[src/rtl/core/acr_pkg.sv]
`timescale 1ns / 1ps
// ----------------------------------------------------------------------------
// acr_pkg: shared types and constants of the associative replacement cache
// Operation codes, policy codes, register indexes, field widths and the
// command / status bundles between controller and datapath.
// ----------------------------------------------------------------------------
package acr_pkg;

  localparam int OP_W        = 2;
  localparam int KEY_W       = 32;
  localparam int PAY_FIELD_W = 64;
  localparam int SLOT_W      = 4;
  localparam int STAMP_W     = 32;
  localparam int LFSR_W      = 16;
  localparam int POLICY_W    = 2;
  localparam int CFG_IDX_W   = 1;
  localparam int CFG_DATA_W  = 16;
  // two remainder steps: quotient, then remainder
  localparam int MOD_CNT_W   = 1;

  // key, payload_in
  localparam int S_TDATA_W = KEY_W + PAY_FIELD_W;
  // hit, slot, payload_out, replaced, padded to whole bytes
  localparam int M_FIELDS_W = 1 + SLOT_W + PAY_FIELD_W + 1;
  localparam int M_TDATA_W  = ((M_FIELDS_W + 7) / 8) * 8;

  localparam logic [OP_W-1:0] OP_LOOKUP = 2'd0;
  localparam logic [OP_W-1:0] OP_INSERT = 2'd1;
  localparam logic [OP_W-1:0] OP_CLEAR  = 2'd2;

  localparam logic [POLICY_W-1:0] POL_FIFO   = 2'd0;
  localparam logic [POLICY_W-1:0] POL_RANDOM = 2'd1;
  localparam logic [POLICY_W-1:0] POL_LRU    = 2'd2;

  localparam logic [CFG_IDX_W-1:0] CFG_POLICY = 1'b0;
  localparam logic [CFG_IDX_W-1:0] CFG_SEED   = 1'b1;

  localparam logic [LFSR_W-1:0] LFSR_TAPS  = 16'hB400;
  localparam logic [LFSR_W-1:0] SEED_RESET = 16'd1;

  typedef struct packed {
    logic capture;   // take a new input transfer
    logic exec;      // evaluate the captured operation
    logic mod_step;  // one remainder step of the random victim
    logic scan_step; // one stamp compare of the LRU scan
    logic write;     // write the selected victim
    logic load_out;  // move the result into the output register
  } cmd_t;

  typedef struct packed {
    logic need_mod;
    logic need_scan;
    logic mod_last;
    logic scan_last;
    logic out_free;
  } status_t;

  // Galois step, x^16+x^14+x^13+x^11+1
  function automatic logic [LFSR_W-1:0] lfsr_next(input logic [LFSR_W-1:0] cur);
    logic [LFSR_W-1:0] shifted;
    shifted = cur >> 1;
    return cur[0] ? (shifted ^ LFSR_TAPS) : shifted;
  endfunction

  // a zero seed would lock the generator up
  function automatic logic [LFSR_W-1:0] seed_fix(input logic [LFSR_W-1:0] seed);
    return (seed == '0) ? SEED_RESET : seed;
  endfunction

endpackage

[src/rtl/core/acr_ctrl.sv]
`timescale 1ns / 1ps
// ----------------------------------------------------------------------------
// acr_ctrl: sequencing state machine
// Accepts one operation at a time, runs the victim search when needed and
// hands the result to the output register.
// ----------------------------------------------------------------------------
module acr_ctrl (
  input  logic             clk,
  input  logic             rst,
  input  logic             s_tvalid,
  output logic             s_tready,
  input  acr_pkg::status_t status,
  output acr_pkg::cmd_t    cmd
);

  typedef enum logic [2:0] {
    ST_IDLE,
    ST_EXEC,
    ST_MOD,
    ST_SCAN,
    ST_WRITE,
    ST_DONE
  } state_t;

  state_t state;
  state_t state_next;

  always_comb begin
    s_tready = (state == ST_IDLE) || ((state == ST_DONE) && status.out_free);
  end

  always_comb begin
    cmd           = '0;
    cmd.capture   = s_tvalid && s_tready;
    cmd.exec      = (state == ST_EXEC);
    cmd.mod_step  = (state == ST_MOD);
    cmd.scan_step = (state == ST_SCAN);
    cmd.write     = (state == ST_WRITE);
    cmd.load_out  = (state == ST_DONE) && status.out_free;
  end

  always_comb begin
    state_next = state;
    unique case (state)
      ST_IDLE: begin
        if (s_tvalid) state_next = ST_EXEC;
      end
      ST_EXEC: begin
        if (status.need_mod)       state_next = ST_MOD;
        else if (status.need_scan) state_next = ST_SCAN;
        else                       state_next = ST_DONE;
      end
      ST_MOD: begin
        if (status.mod_last) state_next = ST_WRITE;
      end
      ST_SCAN: begin
        if (status.scan_last) state_next = ST_WRITE;
      end
      ST_WRITE: begin
        state_next = ST_DONE;
      end
      ST_DONE: begin
        if (status.out_free) state_next = s_tvalid ? ST_EXEC : ST_IDLE;
      end
      default: begin
        state_next = ST_IDLE;
      end
    endcase
  end

  always_ff @(posedge clk) begin
    if (rst) begin
      state <= ST_IDLE;
    end else begin
      state <= state_next;
    end
  end

endmodule

[src/rtl/core/acr_datapath.sv]
`timescale 1ns / 1ps
// ----------------------------------------------------------------------------
// acr_datapath: entry storage, victim selection and result register
// Holds valid bits, keys, payload and stamp memories, the FIFO pointer,
// the access counter, the LFSR and the configuration registers.
// ----------------------------------------------------------------------------
module acr_datapath #(
  parameter int SLOTS        = 16,
  parameter int PAYLOAD_BITS = 64
) (
  input  logic                                clk,
  input  logic                                rst,
  input  acr_pkg::cmd_t                       cmd,
  output acr_pkg::status_t                    status,
  input  logic [acr_pkg::S_TDATA_W-1:0]       s_tdata,
  input  logic [acr_pkg::OP_W-1:0]            s_tuser,
  input  logic                                cfg_valid,
  input  logic [acr_pkg::CFG_IDX_W-1:0]       cfg_index,
  input  logic [acr_pkg::CFG_DATA_W-1:0]      cfg_data,
  output logic                                m_tvalid,
  input  logic                                m_tready,
  output logic [acr_pkg::M_TDATA_W-1:0]       m_tdata
);

  localparam int IW = $clog2(SLOTS);
  localparam logic [IW:0] SLOTS_EXT = (IW + 1)'(SLOTS);
  localparam logic [IW-1:0] LAST_IDX = IW'(SLOTS - 1);

  // reciprocal of SLOTS, exact for every 16-bit dividend
  localparam int RECIP_SH = acr_pkg::LFSR_W + IW;
  localparam int RECIP_W  = acr_pkg::LFSR_W + 2;
  localparam int PROD_W   = acr_pkg::LFSR_W + RECIP_W;
  localparam longint RECIP_FULL = ((longint'(1) << RECIP_SH) + longint'(SLOTS)
                                   - longint'(1)) / longint'(SLOTS);
  localparam logic [RECIP_W-1:0] RECIP = RECIP_W'(RECIP_FULL);

  // configuration
  logic [acr_pkg::POLICY_W-1:0] policy;
  logic [acr_pkg::LFSR_W-1:0]   seed;

  // captured operation
  logic [acr_pkg::OP_W-1:0]  op;
  logic [acr_pkg::KEY_W-1:0] key;
  logic [PAYLOAD_BITS-1:0]   pay_in;

  // entry state
  logic [SLOTS-1:0]             valid;
  logic [acr_pkg::KEY_W-1:0]    keys [SLOTS];
  logic [PAYLOAD_BITS-1:0]      pay_mem [SLOTS];
  logic [acr_pkg::STAMP_W-1:0]  stamp_mem [SLOTS];
  logic [PAYLOAD_BITS-1:0]      pay_rd;
  logic [acr_pkg::STAMP_W-1:0]  stamp_rd;
  logic [IW-1:0]                fifo_ptr;
  logic [acr_pkg::STAMP_W-1:0]  access_count;
  logic [acr_pkg::LFSR_W-1:0]   lfsr;

  // victim search
  logic [IW-1:0]                 mod_rem;
  logic [acr_pkg::LFSR_W-1:0]    mod_div;
  logic [acr_pkg::LFSR_W-1:0]    mod_quo;
  logic [acr_pkg::MOD_CNT_W-1:0] mod_cnt;
  logic [IW-1:0]                 scan_idx;
  logic [IW-1:0]                 best_idx;
  logic [acr_pkg::STAMP_W-1:0]   best_stamp;

  // result
  logic                         res_hit;
  logic [acr_pkg::SLOT_W-1:0]   res_slot;
  logic                         res_replaced;

  // combinational
  logic                         is_lookup;
  logic                         is_insert;
  logic                         is_clear;
  logic                         full;
  logic                         hit_any;
  logic [IW-1:0]                hit_idx;
  logic [IW-1:0]                free_idx;
  logic                         ins_now;
  logic                         ins_en;
  logic                         touch;
  logic                         fifo_adv;
  logic [IW-1:0]                wr_idx;
  logic [IW-1:0]                stamp_wr_idx;
  logic [acr_pkg::STAMP_W-1:0]  new_count;
  logic [acr_pkg::LFSR_W-1:0]   lfsr_stepped;
  logic [PROD_W-1:0]            mod_prod;
  logic [acr_pkg::LFSR_W-1:0]   mod_quo_next;
  logic [acr_pkg::LFSR_W-1:0]   mod_back;
  logic [IW-1:0]                mod_rem_next;
  logic                         stamp_rd_en;
  logic [IW-1:0]                stamp_rd_addr;
  logic [IW:0]                  fifo_inc;
  logic [IW+acr_pkg::SLOT_W-1:0] slot_ext;

  // low slot-field bits of a slot number
  function automatic logic [acr_pkg::SLOT_W-1:0] slot_ext_of_hit(input logic [IW-1:0] idx);
    logic [IW+acr_pkg::SLOT_W-1:0] ext;
    ext = (IW + acr_pkg::SLOT_W)'(idx);
    return ext[acr_pkg::SLOT_W-1:0];
  endfunction

  assign is_lookup = (op == acr_pkg::OP_LOOKUP);
  assign is_insert = (op == acr_pkg::OP_INSERT);
  assign is_clear  = (op == acr_pkg::OP_CLEAR);
  assign full      = &valid;

  // lowest matching valid slot and lowest free slot
  always_comb begin
    hit_any  = 1'b0;
    hit_idx  = '0;
    free_idx = '0;
    for (int i = SLOTS - 1; i >= 0; i--) begin
      if (valid[i] && (keys[i] == key)) begin
        hit_any = 1'b1;
        hit_idx = IW'(i);
      end
      if (!valid[i]) free_idx = IW'(i);
    end
  end

  always_comb begin
    status.need_mod  = is_insert && full && (policy == acr_pkg::POL_RANDOM);
    status.need_scan = is_insert && full && (policy != acr_pkg::POL_RANDOM)
                       && (policy != acr_pkg::POL_FIFO);
    status.mod_last  = &mod_cnt;
    status.scan_last = (scan_idx == LAST_IDX);
    status.out_free  = !m_tvalid || m_tready;
  end

  assign ins_now  = cmd.exec && is_insert && !status.need_mod && !status.need_scan;
  assign ins_en   = ins_now || cmd.write;
  assign touch    = (cmd.exec && is_lookup && hit_any) || ins_en;
  assign fifo_adv = ins_now && full;
  assign fifo_inc = {1'b0, fifo_ptr} + (IW + 1)'(1);

  always_comb begin
    if (cmd.write) begin
      wr_idx = (policy == acr_pkg::POL_RANDOM) ? mod_rem : best_idx;
    end else begin
      wr_idx = full ? fifo_ptr : free_idx;
    end
  end

  assign stamp_wr_idx = ins_en ? wr_idx : hit_idx;
  assign new_count    = (access_count == '1) ? access_count
                                             : access_count + acr_pkg::STAMP_W'(1);
  assign lfsr_stepped = acr_pkg::lfsr_next(lfsr);
  assign slot_ext     = (IW + acr_pkg::SLOT_W)'(wr_idx);

  // remainder by reciprocal multiplication: quotient in the first step,
  // remainder from the low bits in the second
  assign mod_prod     = PROD_W'(mod_div) * PROD_W'(RECIP);
  assign mod_quo_next = acr_pkg::LFSR_W'(mod_prod >> RECIP_SH);
  assign mod_back     = mod_quo * acr_pkg::LFSR_W'(SLOTS);
  assign mod_rem_next = mod_div[IW-1:0] - mod_back[IW-1:0];

  assign stamp_rd_en   = (cmd.exec && status.need_scan)
                         || (cmd.scan_step && !status.scan_last);
  assign stamp_rd_addr = cmd.exec ? '0 : scan_idx + IW'(1);

  // control state
  always_ff @(posedge clk) begin
    if (rst) begin
      policy       <= acr_pkg::POL_FIFO;
      seed         <= acr_pkg::SEED_RESET;
      valid        <= '0;
      fifo_ptr     <= '0;
      access_count <= '0;
      lfsr         <= acr_pkg::SEED_RESET;
      m_tvalid     <= 1'b0;
    end else begin
      if (cfg_valid) begin
        unique case (cfg_index)
          acr_pkg::CFG_POLICY: policy <= cfg_data[acr_pkg::POLICY_W-1:0];
          acr_pkg::CFG_SEED:   seed   <= cfg_data;
          default: ;
        endcase
      end
      if (cmd.exec && is_clear) begin
        valid    <= '0;
        fifo_ptr <= '0;
        lfsr     <= acr_pkg::seed_fix(seed);
      end
      if (ins_en) valid[wr_idx] <= 1'b1;
      if (fifo_adv) fifo_ptr <= (fifo_inc == SLOTS_EXT) ? '0 : fifo_inc[IW-1:0];
      if (cmd.exec && status.need_mod) lfsr <= lfsr_stepped;
      if (touch) access_count <= new_count;
      if (cmd.load_out) begin
        m_tvalid <= 1'b1;
      end else if (m_tready) begin
        m_tvalid <= 1'b0;
      end
    end
  end

  // operand capture, memories, search and result registers
  always_ff @(posedge clk) begin
    if (cmd.capture) begin
      op     <= s_tuser;
      key    <= s_tdata[acr_pkg::KEY_W-1:0];
      pay_in <= s_tdata[acr_pkg::KEY_W +: PAYLOAD_BITS];
    end
    if (ins_en) begin
      keys[wr_idx]    <= key;
      pay_mem[wr_idx] <= pay_in;
    end
    if (touch) stamp_mem[stamp_wr_idx] <= new_count;
    if (cmd.exec && is_lookup && hit_any) pay_rd <= pay_mem[hit_idx];
    if (stamp_rd_en) stamp_rd <= stamp_mem[stamp_rd_addr];

    if (cmd.exec && status.need_mod) begin
      mod_div <= lfsr_stepped;
      mod_cnt <= '0;
    end else if (cmd.mod_step) begin
      if (mod_cnt == '0) begin
        mod_quo <= mod_quo_next;
      end else begin
        mod_rem <= mod_rem_next;
      end
      mod_cnt <= mod_cnt + acr_pkg::MOD_CNT_W'(1);
    end

    if (cmd.exec && status.need_scan) begin
      scan_idx <= '0;
    end else if (cmd.scan_step) begin
      if ((scan_idx == '0) || (stamp_rd < best_stamp)) begin
        best_stamp <= stamp_rd;
        best_idx   <= scan_idx;
      end
      scan_idx <= scan_idx + IW'(1);
    end

    if (cmd.exec) begin
      res_hit      <= is_lookup && hit_any;
      res_replaced <= ins_now && full;
      if (is_lookup && hit_any) begin
        res_slot <= slot_ext_of_hit(hit_idx);
      end else if (ins_now) begin
        res_slot <= slot_ext[acr_pkg::SLOT_W-1:0];
      end else begin
        res_slot <= '0;
      end
    end else if (cmd.write) begin
      res_hit      <= 1'b0;
      res_replaced <= 1'b1;
      res_slot     <= slot_ext[acr_pkg::SLOT_W-1:0];
    end

    if (cmd.load_out) begin
      m_tdata <= {(acr_pkg::M_TDATA_W - acr_pkg::M_FIELDS_W)'(0), res_replaced,
                  res_hit ? acr_pkg::PAY_FIELD_W'(pay_rd) : acr_pkg::PAY_FIELD_W'(0),
                  res_slot, res_hit};
    end
  end

endmodule

[src/rtl/core/assoc_cache_replacement.sv]
`timescale 1ns / 1ps
// ----------------------------------------------------------------------------
// assoc_cache_replacement: fully associative keyed store with replacement
// Lookup, insert and clear over SLOTS entries; FIFO, random or LRU victims.
// ----------------------------------------------------------------------------
// Sequence: after the input transfer, EXEC then DONE for lookup, clear, unused
//   codes, fill inserts and FIFO replacement; EXEC, MOD, WRITE, DONE for random
//   replacement (two-step reciprocal remainder unit); EXEC, SCAN, WRITE, DONE for
//   LRU replacement (one stamp memory read per cycle). DONE holds on a busy output.
// Flow: one operation in flight; the next is taken as DONE hands the result over.
// Reset: synchronous; all entries invalid at once, no clearing pass.
module assoc_cache_replacement #(
  parameter int SLOTS        = 16,
  parameter int PAYLOAD_BITS = 64
) (
  input  logic                                clk,
  input  logic                                rst,
  // operation stream
  input  logic                                s_tvalid,
  output logic                                s_tready,
  input  logic [acr_pkg::S_TDATA_W-1:0]       s_tdata,  // key[31:0], payload_in[95:32]
  input  logic [acr_pkg::OP_W-1:0]            s_tuser,  // op[1:0]
  // result stream
  output logic                                m_tvalid,
  input  logic                                m_tready,
  output logic [acr_pkg::M_TDATA_W-1:0]       m_tdata,  // hit[0], slot[4:1],
                                                        // payload_out[68:5], replaced[69]
  // register writes
  input  logic                                cfg_valid,
  output logic                                cfg_ready,
  input  logic [acr_pkg::CFG_IDX_W-1:0]       cfg_index,
  input  logic [acr_pkg::CFG_DATA_W-1:0]      cfg_data
);

  acr_pkg::cmd_t    cmd;
  acr_pkg::status_t status;

  // Register writes are stored at the clock edge of the transfer; every transfer is taken.
  assign cfg_ready = 1'b1;

  // Controller: accept an operation, step through the victim search when an insert
  // meets a full store under a non-FIFO policy, then transfer the result into the
  // output register. A new operation is taken in the cycle the result is handed over.
  acr_ctrl u_ctrl (
    .clk      (clk),
    .rst      (rst),
    .s_tvalid (s_tvalid),
    .s_tready (s_tready),
    .status   (status),
    .cmd      (cmd)
  );

  // Datapath: parallel key compare across all slots, lowest-slot priority,
  // payload and stamp memories, the random remainder unit, the LRU stamp
  // scan and the output register that decouples the result side.
  acr_datapath #(
    .SLOTS        (SLOTS),
    .PAYLOAD_BITS (PAYLOAD_BITS)
  ) u_datapath (
    .clk       (clk),
    .rst       (rst),
    .cmd       (cmd),
    .status    (status),
    .s_tdata   (s_tdata),
    .s_tuser   (s_tuser),
    .cfg_valid (cfg_valid),
    .cfg_index (cfg_index),
    .cfg_data  (cfg_data),
    .m_tvalid  (m_tvalid),
    .m_tready  (m_tready),
    .m_tdata   (m_tdata)
  );

endmodule

[config.mk]
export PLATFORM = sky130hd
export DESIGN_NAME = assoc_cache_replacement
export DESIGN_NICKNAME = d
export VERILOG_FILES = /design/src/rtl/core/acr_pkg.sv /design/src/rtl/core/acr_ctrl.sv /design/src/rtl/core/acr_datapath.sv /design/src/rtl/core/assoc_cache_replacement.sv
export SDC_FILE = /design/constraint.sdc
export NUM_CORES = 2
export LEC_CHECK = 0
export ABC_AREA = 1
export ABC_CLOCK_PERIOD_IN_PS = 6100
export BUFFER_PORTS_ARGS = -buffer_cell sky130_fd_sc_hd__buf_4
export CAP_MARGIN = 20
export CORE_MARGIN = 2
export CORE_UTILIZATION = 30
export CTS_BUF_LIST = sky130_fd_sc_hd__clkbuf_2
export CTS_CLUSTER_SIZE = 10
export DETAILED_ROUTE_END_ITERATION = 7
export GPL_ROUTABILITY_DRIVEN = 0
export HOLD_SLACK_MARGIN = 0.1
export PLACE_DENSITY = 0.58
export SYNTH_ARGS = -nofsm -noshare
export SYNTH_HDL_FRONTEND = slang
export SYNTH_HIERARCHICAL = 1
export SYNTH_SLANG_ARGS = --single-unit
export TNS_END_PERCENT = 1
[constraint.sdc]
create_clock -name clk -period 6.1 [get_ports clk]
set_input_delay 0.61 -clock clk [delete_from_list [all_inputs] [get_ports clk]]
set_output_delay 0.61 -clock clk [all_outputs]
set_load 0.01 [all_outputs]
==> impl_results.md <==
- CTS buffer count: 627
- Number of setup violations in the final report: 0
- Final HPWL DP: 160000 um
- Fin Setup TNS: 0 ns
- Hold Fails Final Rpt: 0
- Synth warn: 6
- Number of synthesized register bits: 2457
- Ys async rst share: 0%
- FF-to-FF path depth: 23
- DR WL/cell: 22.0 um
- Root Buffer: clkbuf_2
- Share of cells above drive strength 1: 15.5%
- DRT iter0 DRCs: 7193
- R2r setup slk: 0.50 ns
- Cell Count, Final, Fillers Out: 14000
- Drt total wl: 308000 um
- Avg Vias per Cell: 4.99
- Worst reg2reg path endpoint: u_datapath/pay_rd[24]
- Relative slew slack: 24.8%
- Worst Hold Slack: 0.343 ns
- Starting density of the core: 30.2%
- Area Overhead vs Synth: 17.0%
- Die ar.: 0.341 mm2
- Global-route wire length before repair: 450000 um
- Core ar.: 0.334 mm2
- Placed Cells: 12500
- Hold WC Path Type: input port to flop
- Required @ worst endpoint: 7.94 ns
- Die height: 584 um
- Cell area after synthesis: 0.101 mm2
- Gr ovfl total: 0
- Placement Setup Slack: 0.580 ns
- RSZ-0062 raised after global routing: no
- Fmax: 0.179 GHz
- Sequential area share after synthesis: 72.2%
- Post-layout minimum cycle time: 5.60 ns
- Residual DRC: 0
- Worst slew pin tran: 1.12 ns
- Status: complete, no violations
- Final period util: 91.8%
- Fin. max-slew vios: 0
- Max VDD drop: 0.168 mV
- Post-synthesis cell count: 8186
- Post-route ant nets: 0
- Top FF cell, synth: edfxtp_1
- Total track usage: 17.5%
- Clock Skew: 0.208 ns
- CTS tree: yes
- Initial antenna violation count: 11
- Clock slew at reported path FFs: 0.10 ns
- Post-CTS sizing: 0
- R2R Path Start: u_datapath/key[17]
- # nets final: 9316
- Static leakage: 42.8 nW
- Port buffer count: 191
- Cell variety after synth: 62
- Clock net sink count: 2457
- Crit. Startpoint: u_datapath/key[17]
- End point of the critical path: u_datapath/pay_rd[24]
- # fillers: 32500
- Crit Path Max Fanout: 162
- Die Span X: 584 um
- CP startpoint kind: flop
- Largest net degree at the start of global routing: 192
- Design Power: 0.0330 W
- H-tree Lvls: 6
- Vias after detailed routing: 69900
- Max-Cap Viols: 0
- Clk_lat worst skew: 2.13 ns
- FP Rows: 212
- Clock buffer depth: 4
- Nature of the critical path endpoint: flop
- Number of synthesized flops with an enable pin: 2362
- Syn avg cell area: 12.3 um2
- Final Worst Setup Slack: 0.503 ns
- Pwr Density: 279 mW/mm2
- Detailed Routing Iterations Pass 1: 6
- Vias in the first global route: 69200
- Critical path type: flop to flop
- I/O pin cnt: 195
- Critical path data arrival time: 7.44 ns
-- state kept, by name, summed over array words and instances, names as in the netlist, 16 cells and up --
name                     flops
u_datapath/seed             16
u_datapath/key              32
u_datapath/stamp_rd         32
u_datapath/stamp_mem       512
u_datapath/valid            16
u_datapath/access_count     32
u_datapath/keys            512
u_datapath/lfsr             16
u_datapath/m_tdata          70
u_datapath/pay_rd           64
u_datapath/pay_mem        1024
u_datapath/best_stamp       32
u_datapath/pay_in           64
-- area by class of cell --
type | instances | area [um2] | area share, %
well taps | 4387 | 5490 | 4.65
diodes | 8 | 20.0 | 0.0170
inverters | 354 | 1360 | 1.15
flip-flops and latches | 2457 | 72800 | 61.7
repair buffers | 826 | 7950 | 6.73
multi-input cells | 4895 | 24600 | 20.9
clock buffers | 887 | 4440 | 3.76
clock inverters | 191 | 1320 | 1.11
-- synth_stat cells, types with 79 or more instances --
master | number | area (um2)
mux2i_1 | 126 | 1260
edfxtp_1 | 2362 | 70900
o21ai_0 | 301 | 1510
dfxtp_1 | 95 | 1900
o221ai_1 | 120 | 1050
o22ai_1 | 79 | 494
nor3_1 | 157 | 786
a21oi_1 | 94 | 470
xnor2_1 | 144 | 1260
clkbuf_1 | 205 | 769
inv_1 | 324 | 1220
nand3_1 | 1022 | 5110
buf_2 | 137 | 686
nand2_1 | 2212 | 8300
nor2_1 | 250 | 938
-- timing repair --
item | CTS | global route
hold buffers | 415 | 0
hold endpoints to repair | 356 | 0
setup endpoints to repair | 0 | 6
buffers inserted | 0 | 3
-- cells in the final DEF, fill, tap and decap left out, drive strengths merged, types with 8 or more instances in the layout --
cell type / netlist / routed
a211oi: 32 / 32
a21oi: 94 / 94
a221oi: 17 / 17
a22o: 32 / 32
a22oi: 10 / 10
a31oi: 10 / 10
buf: 275 / 412
bufinv: 0 / 18
clkbuf: 206 / 887
clkinv: 4 / 147
clkinvlp: 0 / 9
dfxtp: 95 / 95
diode: 0 / 8
dlygate4sd3: 0 / 414
edfxtp: 2362 / 2362
ha: 35 / 35
inv: 350 / 371
mux2i: 126 / 126
nand2: 2219 / 2219
nand3: 1023 / 1023
nand3b: 11 / 11
nand4: 57 / 57
nor2: 252 / 252
nor3: 158 / 158
nor4: 30 / 30
o211ai: 9 / 9
o21ai: 315 / 315
o221ai: 120 / 120
o22ai: 79 / 79
or2: 30 / 30
xnor2: 144 / 144
xor2: 56 / 56
-- stage by stage --
stage / area [um2] / util (%)
detailed placement: 108000 / 32.3
CTS: 118000 / 35.3
global placement: 108000 / 32.3
global route: 118000 / 35.3
floorplan: 101000 / -
finish: 118000 / 35.3
-- worst max-delay path, cell delays in order, from the launching register on --
cell and delay, ns:
edfxtp_1 0.81, inv_2 0.41, buf_4 0.32, nand2_1 0.08, o21ai_0 0.09, nor2_1 0.13
nand2_1 0.06, nor4_1 0.43, nand3_1 0.26, nand2_1 0.14, nand2_1 0.06, nand2_1 0.06
nand2_1 0.05, nand2_1 0.05, nand2_1 0.14, nand2_8 0.16, buf_12 0.47, buf_4 0.69
nand3_1 0.18, nand2_1 0.12, nand2_1 0.05, nand3_1 0.12, nand3_1 0.09, nand2_1 0.10
-- routing by layer --
layer	up-vias	track usage, %	share of wire (%)
met5	-	0	0.0058
met4	2	6.87	3.4
met3	631	3.18	8.1
met2	3394	29.3	48
met1	34300	22.5	40
li1	31600	-	-
-- logic make-up after synthesis --
family          count (synthesis)  share of synthesized area [%]
other cells                     2                        0.00745
mux                           126                           1.25
buf+inv                       835                           3.73
flops                        2457                           72.2
fa+ha+maj                      35                          0.434
simple gates                 3796                           16.0
compound gates                735                           4.58
xor+xnor                      200                           1.74
-- report_power, final --
group          internal, W  switching [W]
Clock              0.00469        0.00681
Combinational     0.000712        0.00150
Sequential          0.0190       0.000290
Total               0.0244        0.00860
-- worst min-delay path by stage --
stage                            from               endpoint  cells past startpoint
2_1_floorplan  u_datapath/res_slot[0]  u_datapath/m_tdata[1]                      0
3_3_place_gp   u_datapath/res_slot[1]  u_datapath/m_tdata[2]                      0
3_5_place_dp   u_datapath/res_slot[1]  u_datapath/m_tdata[2]                      0
4_1_cts                   s_tdata[13]     u_datapath/key[13]                      4
5_1_grt                   s_tdata[57]  u_datapath/pay_in[25]                      4
6_report                  s_tdata[13]     u_datapath/key[13]                      4
Note: power is estimated with default switching activity, not from simulation.
